$ cat src/rtl/floppy_disk_controller_registers_macros.svh
// Assertion macros shared by the floppy disk controller register block.
// Depends on nothing; included by the files that carry assertions.
`ifndef FLOPPY_DISK_CONTROLLER_REGISTERS_MACROS_SVH
`define FLOPPY_DISK_CONTROLLER_REGISTERS_MACROS_SVH

// Same-cycle implication, checked outside reset.
`define FDCR_ASSERT_IMPLY(label, clk, rst_n, a, b) \
	label: assert property (@(posedge clk) disable iff (!rst_n) (a) |-> (b)) \
		else $error("%m: same-cycle check failed");

// Next-cycle implication, checked outside reset.
`define FDCR_ASSERT_NEXT(label, clk, rst_n, a, b) \
	label: assert property (@(posedge clk) disable iff (!rst_n) (a) |=> (b)) \
		else $error("%m: next-cycle check failed");

`endif

$ cat src/rtl/fdcr_pkg.sv
// Types and codes of the floppy disk controller register block.
// Used by fdcr_core and by the top level; depends on nothing.
`timescale 1ns / 1ps

package fdcr_pkg;

	localparam int POINTER_W = 22;
	localparam int BASE_W    = 16;

	localparam logic [2:0] REG_CMD_STATUS = 3'd0;
	localparam logic [2:0] REG_TRACK      = 3'd1;
	localparam logic [2:0] REG_SECTOR     = 3'd2;
	localparam logic [2:0] REG_DATA       = 3'd3;
	localparam logic [2:0] REG_SYSTEM     = 3'd4;

	localparam logic [3:0] CMD_RESTORE     = 4'h0;
	localparam logic [3:0] CMD_SEEK        = 4'h1;
	localparam logic [3:0] CMD_READ_ADDR   = 4'hC;
	localparam logic [3:0] CMD_FORCE_INT   = 4'hD;
	localparam logic [3:0] CMD_FORMAT      = 4'hF;

	localparam logic [1:0] IRQ_NONE = 2'd0;
	localparam logic [1:0] IRQ_INT  = 2'd1;
	localparam logic [1:0] IRQ_DRQ  = 2'd2;

	localparam logic [1:0] MEDIA_NONE  = 2'd0;
	localparam logic [1:0] MEDIA_READ  = 2'd1;
	localparam logic [1:0] MEDIA_WRITE = 2'd2;
	localparam logic [1:0] MEDIA_FILL  = 2'd3;

	localparam logic CFG_SECTORS = 1'b0;
	localparam logic CFG_DRIVES  = 1'b1;

	localparam logic [7:0] LAST_CMD_RESET = 8'hD0;
	localparam logic [7:0] FILL_BYTE      = 8'hE5;

	typedef struct packed {
		logic [7:0]           read_data;
		logic [1:0]           request_code;
		logic [1:0]           media_access;
		logic [POINTER_W-1:0] media_address;
		logic [7:0]           media_write_byte;
		logic [POINTER_W-1:0] next_pointer;
	} fdcr_result_t;

endpackage

$ cat src/rtl/fdcr_core.sv
// Register state and access decode of the floppy disk controller.
// Depends on fdcr_pkg; instantiated by floppy_disk_controller_registers.
`timescale 1ns / 1ps

module fdcr_core import fdcr_pkg::*; #(
	parameter int SECTOR_BYTES       = 1024,
	parameter int SIDES              = 2,
	parameter int DRIVES             = 4,
	parameter int IMAGE_ADDRESS_BITS = 20
) (
	input  logic         clk,
	input  logic         arst_n,
	input  logic         accept,
	input  logic         kind,
	input  logic [2:0]   reg_select,
	input  logic [7:0]   write_value,
	input  logic [7:0]   media_byte,
	input  logic         cfg_write,
	input  logic         cfg_index,
	input  logic [5:0]   cfg_data,
	output fdcr_result_t result
);

	localparam int OFS_W   = IMAGE_ADDRESS_BITS;
	localparam int PTR_W   = IMAGE_ADDRESS_BITS + 2;
	localparam int RES_W   = $clog2(SECTOR_BYTES);
	localparam logic [RES_W-1:0] SAT_RES  = RES_W'(65535 % SECTOR_BYTES);
	localparam logic [RES_W-1:0] HDR_RES  = RES_W'(6 % SECTOR_BYTES);
	localparam logic [RES_W-1:0] LAST_RES = RES_W'(SECTOR_BYTES - 1);

	logic [5:0]       spt_q, spt_d;
	logic [3:0]       present_q, present_d;
	logic [7:0]       status_q, status_d, track_q, track_d, sector_q, sector_d;
	logic [7:0]       data_q, data_d, head_q, head_d, wdog_q, wdog_d, last_q, last_d;
	logic             side_q, side_d, outward_q, outward_d, hmode_q, hmode_d;
	logic [1:0]       drive_q, drive_d, irq_q, irq_d;
	logic [15:0]      left_q, left_d;
	logic [RES_W-1:0] res_q, res_d;
	logic [PTR_W-1:0] ptr_q, ptr_d, addr_d;
	logic [2:0]       hidx_q, hidx_d;
	logic [BASE_W-1:0] base_q;
	logic [1:0]       acc_d;
	logic [7:0]       rd_d, wb_d;

	logic              disk_here;
	logic              xfer_side, step_out;
	logic [7:0]        adj;
	logic [BASE_W-1:0] xfer_idx, fill1_idx;
	logic [31:0]       xfer_prod, fill0_prod, fill1_prod, base_prod, count_prod;
	logic [PTR_W-1:0]  xfer_ptr, fill0_ptr, fill1_ptr;
	logic signed [9:0] cnt_s;
	logic [6:0]        count;

	function automatic logic [POINTER_W-1:0] to_out(input logic [PTR_W-1:0] p);
		logic [PTR_W+POINTER_W-1:0] wide;
		wide = (PTR_W+POINTER_W)'(p);
		return wide[POINTER_W-1:0];
	endfunction

	function automatic logic [PTR_W-1:0] advance(input logic [PTR_W-1:0] p);
		return {p[PTR_W-1:OFS_W], p[OFS_W-1:0] + OFS_W'(1)};
	endfunction

	assign disk_here = ({1'b0, drive_q} < 3'(DRIVES)) && present_q[drive_q];

	assign xfer_side  = write_value[1] ? write_value[3] : side_q;
	assign adj        = (sector_q == 8'd0) ? 8'd0 : sector_q - 8'd1;
	assign xfer_idx   = base_q + (xfer_side ? BASE_W'(spt_q) : '0) + BASE_W'(adj);
	assign fill1_idx  = base_q + BASE_W'(spt_q);
	assign xfer_prod  = 32'(xfer_idx) * 32'(SECTOR_BYTES);
	assign fill0_prod = 32'(base_q) * 32'(SECTOR_BYTES);
	assign fill1_prod = 32'(fill1_idx) * 32'(SECTOR_BYTES);
	assign xfer_ptr   = {drive_q, xfer_prod[OFS_W-1:0]};
	assign fill0_ptr  = {drive_q, fill0_prod[OFS_W-1:0]};
	assign fill1_ptr  = (SIDES > 1) ? {drive_q, fill1_prod[OFS_W-1:0]} : fill0_ptr;

	assign cnt_s      = $signed({4'b0, spt_q}) - $signed({2'b0, sector_q}) + 10'sd1;
	assign count      = (cnt_s < 10'sd1) ? 7'd1 : cnt_s[6:0];
	assign count_prod = 32'(count) * 32'(SECTOR_BYTES);

	assign base_prod  = 32'(spt_d) * 32'(track_d) * 32'(SIDES);

	always_comb begin
		spt_d     = spt_q;
		present_d = present_q;
		if (cfg_write && cfg_index == CFG_SECTORS) begin
			spt_d = cfg_data;
		end
		if (cfg_write && cfg_index == CFG_DRIVES) begin
			present_d = cfg_data[3:0];
		end
	end

	always_comb begin
		status_d  = status_q;
		track_d   = track_q;
		sector_d  = sector_q;
		data_d    = data_q;
		head_d    = head_q;
		side_d    = side_q;
		drive_d   = drive_q;
		outward_d = outward_q;
		irq_d     = irq_q;
		left_d    = left_q;
		res_d     = res_q;
		wdog_d    = wdog_q;
		last_d    = last_q;
		ptr_d     = ptr_q;
		hmode_d   = hmode_q;
		hidx_d    = hidx_q;
		acc_d     = MEDIA_NONE;
		addr_d    = '0;
		rd_d      = 8'd0;
		wb_d      = 8'd0;
		step_out  = outward_q;
		if (accept) begin
			if (!kind) begin
				case (reg_select)
					REG_CMD_STATUS: begin
						rd_d = status_q | (disk_here ? 8'h00 : 8'h80);
						if (last_q < 8'h80 || last_q == LAST_CMD_RESET) begin
							status_d = (status_q ^ 8'h02) & 8'hC7;
						end else begin
							status_d = status_q & 8'hC3;
						end
					end
					REG_TRACK:  rd_d = track_q;
					REG_SECTOR: rd_d = sector_q;
					REG_DATA: begin
						if (left_q != 16'd0) begin
							if (hmode_q) begin
								case (hidx_q)
									3'd0:    data_d = head_q;
									3'd1:    data_d = {7'b0, side_q};
									3'd3:    data_d = 8'd3;
									default: data_d = 8'd0;
								endcase
								hidx_d = hidx_q + 3'd1;
							end else begin
								data_d = media_byte;
								acc_d  = MEDIA_READ;
								addr_d = ptr_q;
								ptr_d  = advance(ptr_q);
							end
						end
						rd_d = data_d;
					end
					REG_SYSTEM: begin
						if (wdog_q != 8'd0) begin
							wdog_d = wdog_q - 8'd1;
							if (wdog_d == 8'd0) begin
								left_d   = 16'd0;
								res_d    = '0;
								status_d = (status_q & 8'hFC) | 8'h04;
								irq_d    = IRQ_INT;
							end
						end
						case (irq_d)
							IRQ_INT: rd_d = 8'h80;
							IRQ_DRQ: rd_d = 8'h40;
							default: rd_d = 8'h00;
						endcase
					end
					default: rd_d = 8'hFF;
				endcase
			end else begin
				case (reg_select)
					REG_CMD_STATUS: begin
						irq_d = IRQ_NONE;
						if (write_value[7:4] == CMD_FORCE_INT) begin
							left_d = 16'd0;
							res_d  = '0;
							last_d = LAST_CMD_RESET;
							if (status_q[0]) begin
								status_d = status_q & 8'hFE;
							end else begin
								status_d = ((head_q == 8'd0) ? 8'h04 : 8'h00) | 8'h02;
							end
							if (write_value[3]) begin
								irq_d = IRQ_INT;
							end
						end else if (!status_q[0]) begin
							status_d = 8'h00;
							last_d   = write_value;
							case (write_value[7:4]) inside
								CMD_RESTORE: begin
									head_d   = 8'd0;
									status_d = 8'h06 | (write_value[3] ? 8'h20 : 8'h00);
									track_d  = 8'd0;
									irq_d    = IRQ_INT;
								end
								CMD_SEEK: begin
									left_d   = 16'd0;
									res_d    = '0;
									head_d   = data_q;
									status_d = 8'h02 | ((data_q == 8'd0) ? 8'h04 : 8'h00)
										| (write_value[3] ? 8'h20 : 8'h00);
									track_d  = data_q;
									irq_d    = IRQ_INT;
								end
								[4'h2:4'h7]: begin
									if (write_value[6]) begin
										outward_d = write_value[5];
										step_out  = write_value[5];
									end
									if (step_out) begin
										head_d = (head_q != 8'd0) ? head_q - 8'd1 : head_q;
									end else begin
										head_d = (head_q != 8'hFF) ? head_q + 8'd1 : head_q;
									end
									if (write_value[4]) begin
										track_d = head_d;
									end
									status_d = 8'h02 | ((head_d == 8'd0) ? 8'h04 : 8'h00);
									irq_d    = IRQ_INT;
								end
								[4'h8:4'hB]: begin
									if (!disk_here) begin
										status_d = 8'h10;
										irq_d    = IRQ_INT;
									end else begin
										ptr_d = xfer_ptr;
										if (!write_value[4]) begin
											left_d = 16'(SECTOR_BYTES);
											res_d  = '0;
										end else if (count_prod > 32'd65535) begin
											left_d = 16'hFFFF;
											res_d  = SAT_RES;
										end else begin
											left_d = count_prod[15:0];
											res_d  = '0;
										end
										hmode_d  = 1'b0;
										status_d = 8'h03;
										irq_d    = IRQ_DRQ;
										wdog_d   = 8'hFF;
									end
								end
								CMD_READ_ADDR: begin
									if (!disk_here) begin
										status_d = 8'h10;
										irq_d    = IRQ_INT;
									end else begin
										hmode_d  = 1'b1;
										hidx_d   = 3'd0;
										left_d   = 16'd6;
										res_d    = HDR_RES;
										status_d = 8'h03;
										irq_d    = IRQ_DRQ;
										wdog_d   = 8'hFF;
									end
								end
								CMD_FORMAT: begin
									if (disk_here) begin
										acc_d  = MEDIA_FILL;
										addr_d = fill0_ptr;
										ptr_d  = fill1_ptr;
									end
								end
								default: begin
								end
							endcase
						end
					end
					REG_TRACK: begin
						if (!status_q[0]) begin
							track_d = write_value;
						end
					end
					REG_SECTOR: begin
						if (!status_q[0]) begin
							sector_d = write_value;
						end
					end
					REG_DATA: begin
						if (left_q != 16'd0) begin
							if (hmode_q) begin
								hidx_d = hidx_q + 3'd1;
							end else begin
								acc_d  = MEDIA_WRITE;
								addr_d = ptr_q;
								wb_d   = write_value;
								ptr_d  = advance(ptr_q);
							end
						end
						data_d = write_value;
					end
					REG_SYSTEM: begin
						drive_d = write_value[1:0];
						side_d  = ~write_value[2];
					end
					default: begin
					end
				endcase
			end

			// One transfer byte on the data register counts down the transaction.
			if (reg_select == REG_DATA && left_q != 16'd0) begin
				left_d = left_q - 16'd1;
				res_d  = (res_q == '0) ? LAST_RES : res_q - RES_W'(1);
				if (left_d != 16'd0) begin
					wdog_d = 8'hFF;
					if (res_d == '0) begin
						sector_d = sector_q + 8'd1;
					end
				end else begin
					status_d = status_q & 8'hFC;
					irq_d    = IRQ_INT;
				end
			end
		end
	end

	always_comb begin
		result.read_data        = rd_d;
		result.request_code     = irq_d;
		result.media_access     = acc_d;
		result.media_address    = to_out(addr_d);
		result.media_write_byte = wb_d;
		result.next_pointer     = to_out(ptr_d);
	end

	always_ff @(posedge clk or negedge arst_n) begin
		if (!arst_n) begin
			spt_q     <= 6'd5;
			present_q <= 4'd0;
			status_q  <= 8'd0;
			track_q   <= 8'd0;
			sector_q  <= 8'd0;
			data_q    <= 8'd0;
			head_q    <= 8'd0;
			side_q    <= 1'b0;
			drive_q   <= 2'd0;
			outward_q <= 1'b0;
			irq_q     <= IRQ_NONE;
			left_q    <= 16'd0;
			res_q     <= '0;
			wdog_q    <= 8'd0;
			last_q    <= LAST_CMD_RESET;
			ptr_q     <= '0;
			hmode_q   <= 1'b0;
			hidx_q    <= 3'd0;
			base_q    <= '0;
		end else begin
			spt_q     <= spt_d;
			present_q <= present_d;
			status_q  <= status_d;
			track_q   <= track_d;
			sector_q  <= sector_d;
			data_q    <= data_d;
			head_q    <= head_d;
			side_q    <= side_d;
			drive_q   <= drive_d;
			outward_q <= outward_d;
			irq_q     <= irq_d;
			left_q    <= left_d;
			res_q     <= res_d;
			wdog_q    <= wdog_d;
			last_q    <= last_d;
			ptr_q     <= ptr_d;
			hmode_q   <= hmode_d;
			hidx_q    <= hidx_d;
			base_q    <= base_prod[BASE_W-1:0];
		end
	end

endmodule

$ cat src/rtl/floppy_disk_controller_registers.sv
// Top level of the floppy disk controller register block: ports and result buffering.
// Depends on fdcr_pkg, fdcr_core and floppy_disk_controller_registers_macros.svh.
// Every bus transaction is decoded in the cycle it is accepted and its result is held in a
// two-entry output buffer, so the block takes one transaction per clock while in_stall is low;
// in_stall rises only when both buffer entries hold results that out_stall is holding
// back. Image bytes for data reads are supplied on media_byte with the transaction that
// follows the result naming their pointer.
`timescale 1ns / 1ps

`include "floppy_disk_controller_registers_macros.svh"

module floppy_disk_controller_registers import fdcr_pkg::*; #(
	parameter int SECTOR_BYTES       = 1024,
	parameter int SIDES              = 2,
	parameter int DRIVES             = 4,
	parameter int IMAGE_ADDRESS_BITS = 20
) (
	input  logic                 clk,
	input  logic                 arst_n,
	input  logic                 in_valid,
	output logic                 in_stall,
	input  logic                 kind,
	input  logic [2:0]           reg_select,
	input  logic [7:0]           write_value,
	input  logic [7:0]           media_byte,
	output logic                 out_valid,
	input  logic                 out_stall,
	output logic [7:0]           read_data,
	output logic [1:0]           request_code,
	output logic [1:0]           media_access,
	output logic [POINTER_W-1:0] media_address,
	output logic [7:0]           media_write_byte,
	output logic [POINTER_W-1:0] next_pointer,
	input  logic                 cfg_write,
	input  logic                 cfg_index,
	input  logic [5:0]           cfg_data
);

	logic         accept;
	fdcr_result_t new_result;
	fdcr_result_t out_q, skid_q;
	logic         out_v_q, skid_v_q;

	assign in_stall = skid_v_q;
	assign accept   = in_valid && !skid_v_q;

	fdcr_core #(
		.SECTOR_BYTES       (SECTOR_BYTES),
		.SIDES              (SIDES),
		.DRIVES             (DRIVES),
		.IMAGE_ADDRESS_BITS (IMAGE_ADDRESS_BITS)
	) u_core (
		.clk         (clk),
		.arst_n      (arst_n),
		.accept      (accept),
		.kind        (kind),
		.reg_select  (reg_select),
		.write_value (write_value),
		.media_byte  (media_byte),
		.cfg_write   (cfg_write),
		.cfg_index   (cfg_index),
		.cfg_data    (cfg_data),
		.result      (new_result)
	);

	always_ff @(posedge clk or negedge arst_n) begin
		if (!arst_n) begin
			out_v_q  <= 1'b0;
			skid_v_q <= 1'b0;
		end else if (!out_v_q || !out_stall) begin
			out_v_q  <= skid_v_q || accept;
			skid_v_q <= 1'b0;
		end else if (accept) begin
			skid_v_q <= 1'b1;
		end
	end

	always_ff @(posedge clk) begin
		if (!out_v_q || !out_stall) begin
			out_q <= skid_v_q ? skid_q : new_result;
		end else if (accept) begin
			skid_q <= new_result;
		end
	end

	assign out_valid        = out_v_q;
	assign read_data        = out_q.read_data;
	assign request_code     = out_q.request_code;
	assign media_access     = out_q.media_access;
	assign media_address    = out_q.media_address;
	assign media_write_byte = out_q.media_write_byte;
	assign next_pointer     = out_q.next_pointer;

	`FDCR_ASSERT_IMPLY(a_skid_needs_out, clk, arst_n, skid_v_q, out_v_q)
	`FDCR_ASSERT_NEXT(a_fill_skid, clk, arst_n, out_v_q && out_stall && accept, skid_v_q)
	`FDCR_ASSERT_NEXT(a_drain_empty, clk, arst_n, out_v_q && !out_stall && !skid_v_q && !accept, !out_valid)
	`FDCR_ASSERT_NEXT(a_skid_moves_up, clk, arst_n, skid_v_q && !out_stall, out_valid && !skid_v_q)

endmodule

$ cat config.mk
export PLATFORM = sky130hd
export DESIGN_NAME = floppy_disk_controller_registers
export DESIGN_NICKNAME = d
export VERILOG_FILES = /design/src/rtl/fdcr_pkg.sv /design/src/rtl/fdcr_core.sv /design/src/rtl/floppy_disk_controller_registers.sv
export VERILOG_INCLUDE_DIRS = /design/src /design/src/rtl
export SDC_FILE = /design/constraint.sdc
export NUM_CORES = 1
export LEC_CHECK = 0
export BUFFER_PORTS_ARGS = -buffer_cell sky130_fd_sc_hd__buf_2
export CAP_MARGIN = 20
export CORE_AREA = 8 8 190 192
export DETAILED_ROUTE_END_ITERATION = 7
export DIE_AREA = 0 0 198 200
export GPL_ROUTABILITY_DRIVEN = 0
export PLACE_DENSITY = 0.67
export SYNTH_ARGS = -nofsm -noshare
export SYNTH_HDL_FRONTEND = slang
export SYNTH_SLANG_ARGS = --single-unit
$ cat constraint.sdc
create_clock -name clk -period 7.3 [get_ports clk]
set_clock_uncertainty 0.1 [all_clocks]
set_input_delay 1.095 -clock clk [delete_from_list [all_inputs] [get_ports clk]]
set_output_delay 1.095 -clock clk [all_outputs]
set_load 0.01 [all_outputs]
==> reports/metrics.csv <==
stage,metric,value,unit
layout,P&R area growth vs syn,11.1,%
logic_synthesis,sequential-to-total area share from yosys stat,44.3,%
floorplanning,Initial Utilization,49.3,%
placed_design,DP Area,0.0172,sq mm
drt,drt total wl,47.5,mm
timing,Slew Limit Fails,0,
global_routing,Total GRT Usage,23.9,%
drt,wire length per cell,21.2,microns
drt,DR iter-0 viols,1397,
logic_synthesis,Syn Nets,1823,
floorplanning,Core ar.,0.0331,sq mm
logic_synthesis,Netlist Area Pre-Place,0.0163,sq mm
clock_network,Num CTS Buffers,29,
global_routing,grt total ovfl,0,
drt,drt pass-1 iters,6,
global_routing,initial antenna violation count,2,
logic_synthesis,Mapped Cells,1713,
layout,Post-Layout Inst Area,0.0181,sq mm
clock_network,H-tree depth,1,
power_and_ir_drop,sw frac,37.1,%
clock_network,CTS Root Cell,clkbuf_16,
drt,DR vias/cell,6.24,
worst_setup_path,WS Path Type,reg -> reg,
power_and_ir_drop,P_sw,2.02,mW
clock_network,CTS Sinks,263,
power_and_ir_drop,Comb pwr share,33.5,%
placed_design,pre-CTS WS,533,ps
floorplanning,die height,200,microns
timing,setup ws final,922,ps
timing,RSZ-0062 raised after global routing,no,
placed_design,IO Port Bufs,97,
power_and_ir_drop,clock power share,27.4,%
power_and_ir_drop,power density cells,300,mW/mm^2
run_status,result of the run,"finished, final reports clean",
power_and_ir_drop,VDD IR max,0.000186,V
power_and_ir_drop,Sequential Power Share,39.0,%
worst_setup_path,CP endpoint kind,flip-flop,
timing,relative slew slack,29.0,%
global_routing,global-route wire length before repair,75.9,mm
clock_network,Max clock buf depth,3,
logic_synthesis,fraction of registers with async set/reset,51.3,%
power_and_ir_drop,total power,5.44,mW
timing,Final Hold Fails,0,
floorplanning,Row Count,67,
layout,Filler cells,2943,
logic_synthesis,Synth cell types,97,
logic_synthesis,Post-synth EDFFs,128,
timing,Tcrit/Tclk final,87.4,%
logic_synthesis,flop and latch count out of synthesis,263,
global_routing,vias in the first global route,13600,
worst_hold_path,Hold WC Path Type,reg -> reg,
floorplanning,Die X,198,microns
clock_network,worst-skew pair later-pin latency,570,ps
clock_network,"CTS clk-pin slew, worst paths",60,ps
clock_network,Post-CTS Setup Inserts,0,
worst_setup_path,largest fanout on the critical path,10,
floorplanning,Die Area,0.0396,sq mm
timing,Fmax achieved,157,MHz
drt,Via Count,13900,
layout,layout cell share with drive strength beyond 1,13.5,%
timing,final setup TNS,0,ps
drt,DRC,0,
clock_network,TritonCTS clock tree,done,
drt,Final ANT Viol Nets,0,
clock_network,post-CTS sizing,0,
logic_synthesis,top_reg_cell synth,dfrtp_1,
power_and_ir_drop,Pint,3.42,mW
global_routing,largest net degree at the start of global routing,71,
worst_setup_path,crit path launch type,flip-flop,
clock_network,hold_buf cts,0,
logic_synthesis,"Avg Cell Area, Syn",9.54,sq um
timing,crit path time final,6380,ps
timing,final setup fails,0,
placed_design,detailed placement HPWL,34.5,mm
timing,Slew @ Worst Pin,1060,ps
worst_setup_path,WP data arrival,6720,ps
power_and_ir_drop,Static Leakage,7.73,nW
layout,nets@finish,1873,
job,Max-Cap Viols,0,
floorplanning,I/O pin total,98,
logic_synthesis,total number of yosys warnings,0,
worst_setup_path,Worst Path Required,7640,ps
## state kept, by name, summed over array words and instances (netlist names), 9 cells and up
name,flops
skid_q,64
u_core.ptr_q,22
next_pointer,22
u_core.base_q,9
media_address,22
u_core.res_q,10
u_core.left_q,16
## power by group through the flow
stage / registers [mW] / logic (mW) / clock network [mW]
6_report: 2.12 / 1.82 / 1.49
2_1_floorplan: 2.02 / 1.39 / 0
3_5_place_dp: 2.13 / 1.80 / 0
4_1_cts: 2.11 / 1.81 / 1.52
3_3_place_gp: 2.13 / 1.75 / 0
5_1_grt: 2.15 / 2.04 / 1.58
## metrics by stage
| stage | instances | hold slack (ps) | utilization (%) |
|---|---|---|---|
| after detailed placement | 2179 | 354 | 51.8 |
| final | 2235 | 362 | 54.8 |
| after floorplan | 1713 | 339 | - |
| after global placement | 2179 | 351 | 51.8 |
| after CTS | 2233 | 364 | 54.8 |
| after global routing | 2235 | 388 | 54.8 |
## worst max-delay path, stage by stage (launching register included)
cell      delay (ps)
dfrtp_1          530
inv_1            150
ha_1             220
or3b_2           510
o21ai_1          360
o22ai_1          170
nand2_1           80
o21ai_0          170
a31oi_1          500
nor2_1           130
fa_1             510
inv_1             60
fa_1             510
fa_1             500
inv_1             50
ha_1             310
a21oi_1          230
o21bai_1         100
a21oi_1          200
xnor2_1          160
xnor2_1          150
xor2_1           210
xnor3_1          330
## cell families after synthesis
kind of cell	synth area share, %
xor+xnor	2.34
simple gates	17.8
flops	44.3
fa+ha+maj	7.12
compound gates	20.6
buf+inv	4.84
mux	3.02
## path summary, 6_finish.rpt
check | startpoint | to | slack [ps] | depth (start not counted)
worst max register to register | u_core.head_q[0]$_DFFE_PN0P_ | u_core.base_q[9]$_DFF_PN0_ | 920 | 22
worst min register to register | u_core.last_q[6]$_DFFE_PN1P_ | u_core.last_q[6]$_DFFE_PN1P_ | 360 | 2
worst max-delay path | u_core.head_q[0]$_DFFE_PN0P_ | u_core.base_q[9]$_DFF_PN0_ | 920 | 22
max in group asynchronous | arst_n | u_core.present_q[0]$_DFFE_PN0P_ | 5320 | 2
worst min-delay path | u_core.last_q[6]$_DFFE_PN1P_ | u_core.last_q[6]$_DFFE_PN1P_ | 360 | 2
min in group asynchronous | arst_n | u_core.data_q[6]$_DFFE_PN0P_ | 470 | 1
## layout make-up
type	instances	area, sq um	share of cell area (%)
Inverter	97	364	2.01
Sequential cell	263	7230	39.8
Multi-Input combinational cell	1250	8340	46.0
Timing Repair Buffer	122	679	3.74
Clock inverter	10	149	0.820
Antenna cell	1	2.50	0.0138
Tap cell	448	561	3.09
Clock buffer	44	822	4.53
## Yosys cell counts, types with 8 or more instances
master	instances	share of area, %
nand4_1	22	0.84
xor2_1	9	0.48
a21oi_1	118	3.6
nand2b_1	13	0.50
a221oi_1	9	0.48
o21ai_1	12	0.37
o21a_1	14	0.64
a22o_1	9	0.48
nor2b_1	20	0.77
xnor2_1	32	1.7
o211ai_1	12	0.55
o31ai_1	14	0.64
a211oi_1	17	0.78
o21ai_0	103	3.2
dfrtp_1	130	20
inv_1	96	2.2
mux2i_1	11	0.67
a31oi_1	26	1.0
and2_1	23	0.88
mux2_2	32	2.2
nor4_1	13	0.50
and4_1	8	0.43
clkbuf_1	73	1.7
nor3_1	51	1.6
o22ai_1	13	0.50
nand2_1	129	3.0
or3_1	14	0.54
edfxtp_1	128	24
nand3_1	36	1.1
ha_1	53	4.1
and3_1	26	1.0
fa_1	25	3.1
a21o_1	54	2.5
nor2_1	173	4.0
a22oi_1	24	1.1
buf_2	17	0.52
## routing by layer
metal | vias up | GRT usage [%] | routed length [microns]
met5 | - | 0 | 8
met4 | 2 | 8.74 | 1720
met3 | 117 | 3.87 | 4280
met2 | 666 | 37.8 | 21400
met1 | 6764 | 33.0 | 20100
li1 | 6396 | - | -
## cells in the final DEF, fill, tap and decap left out, types with 26 or more instances in the layout
| cell type | Yosys | layout |
|---|---|---|
| edfxtp_1 | 128 | 128 |
| a21o_1 | 54 | 54 |
| nor3_1 | 51 | 50 |
| dfrtp_1 | 130 | 129 |
| nand3_1 | 36 | 36 |
| ha_1 | 53 | 53 |
| and3_1 | 26 | 26 |
| nand2_1 | 129 | 128 |
| a21oi_1 | 118 | 118 |
| clkbuf_16 | 0 | 29 |
| nor2_1 | 173 | 172 |
| a31oi_1 | 26 | 26 |
| xnor2_1 | 32 | 32 |
| inv_1 | 96 | 96 |
| buf_2 | 17 | 96 |
| o21ai_0 | 103 | 103 |
| mux2_2 | 32 | 32 |
Power figures use the tool's default switching activity.
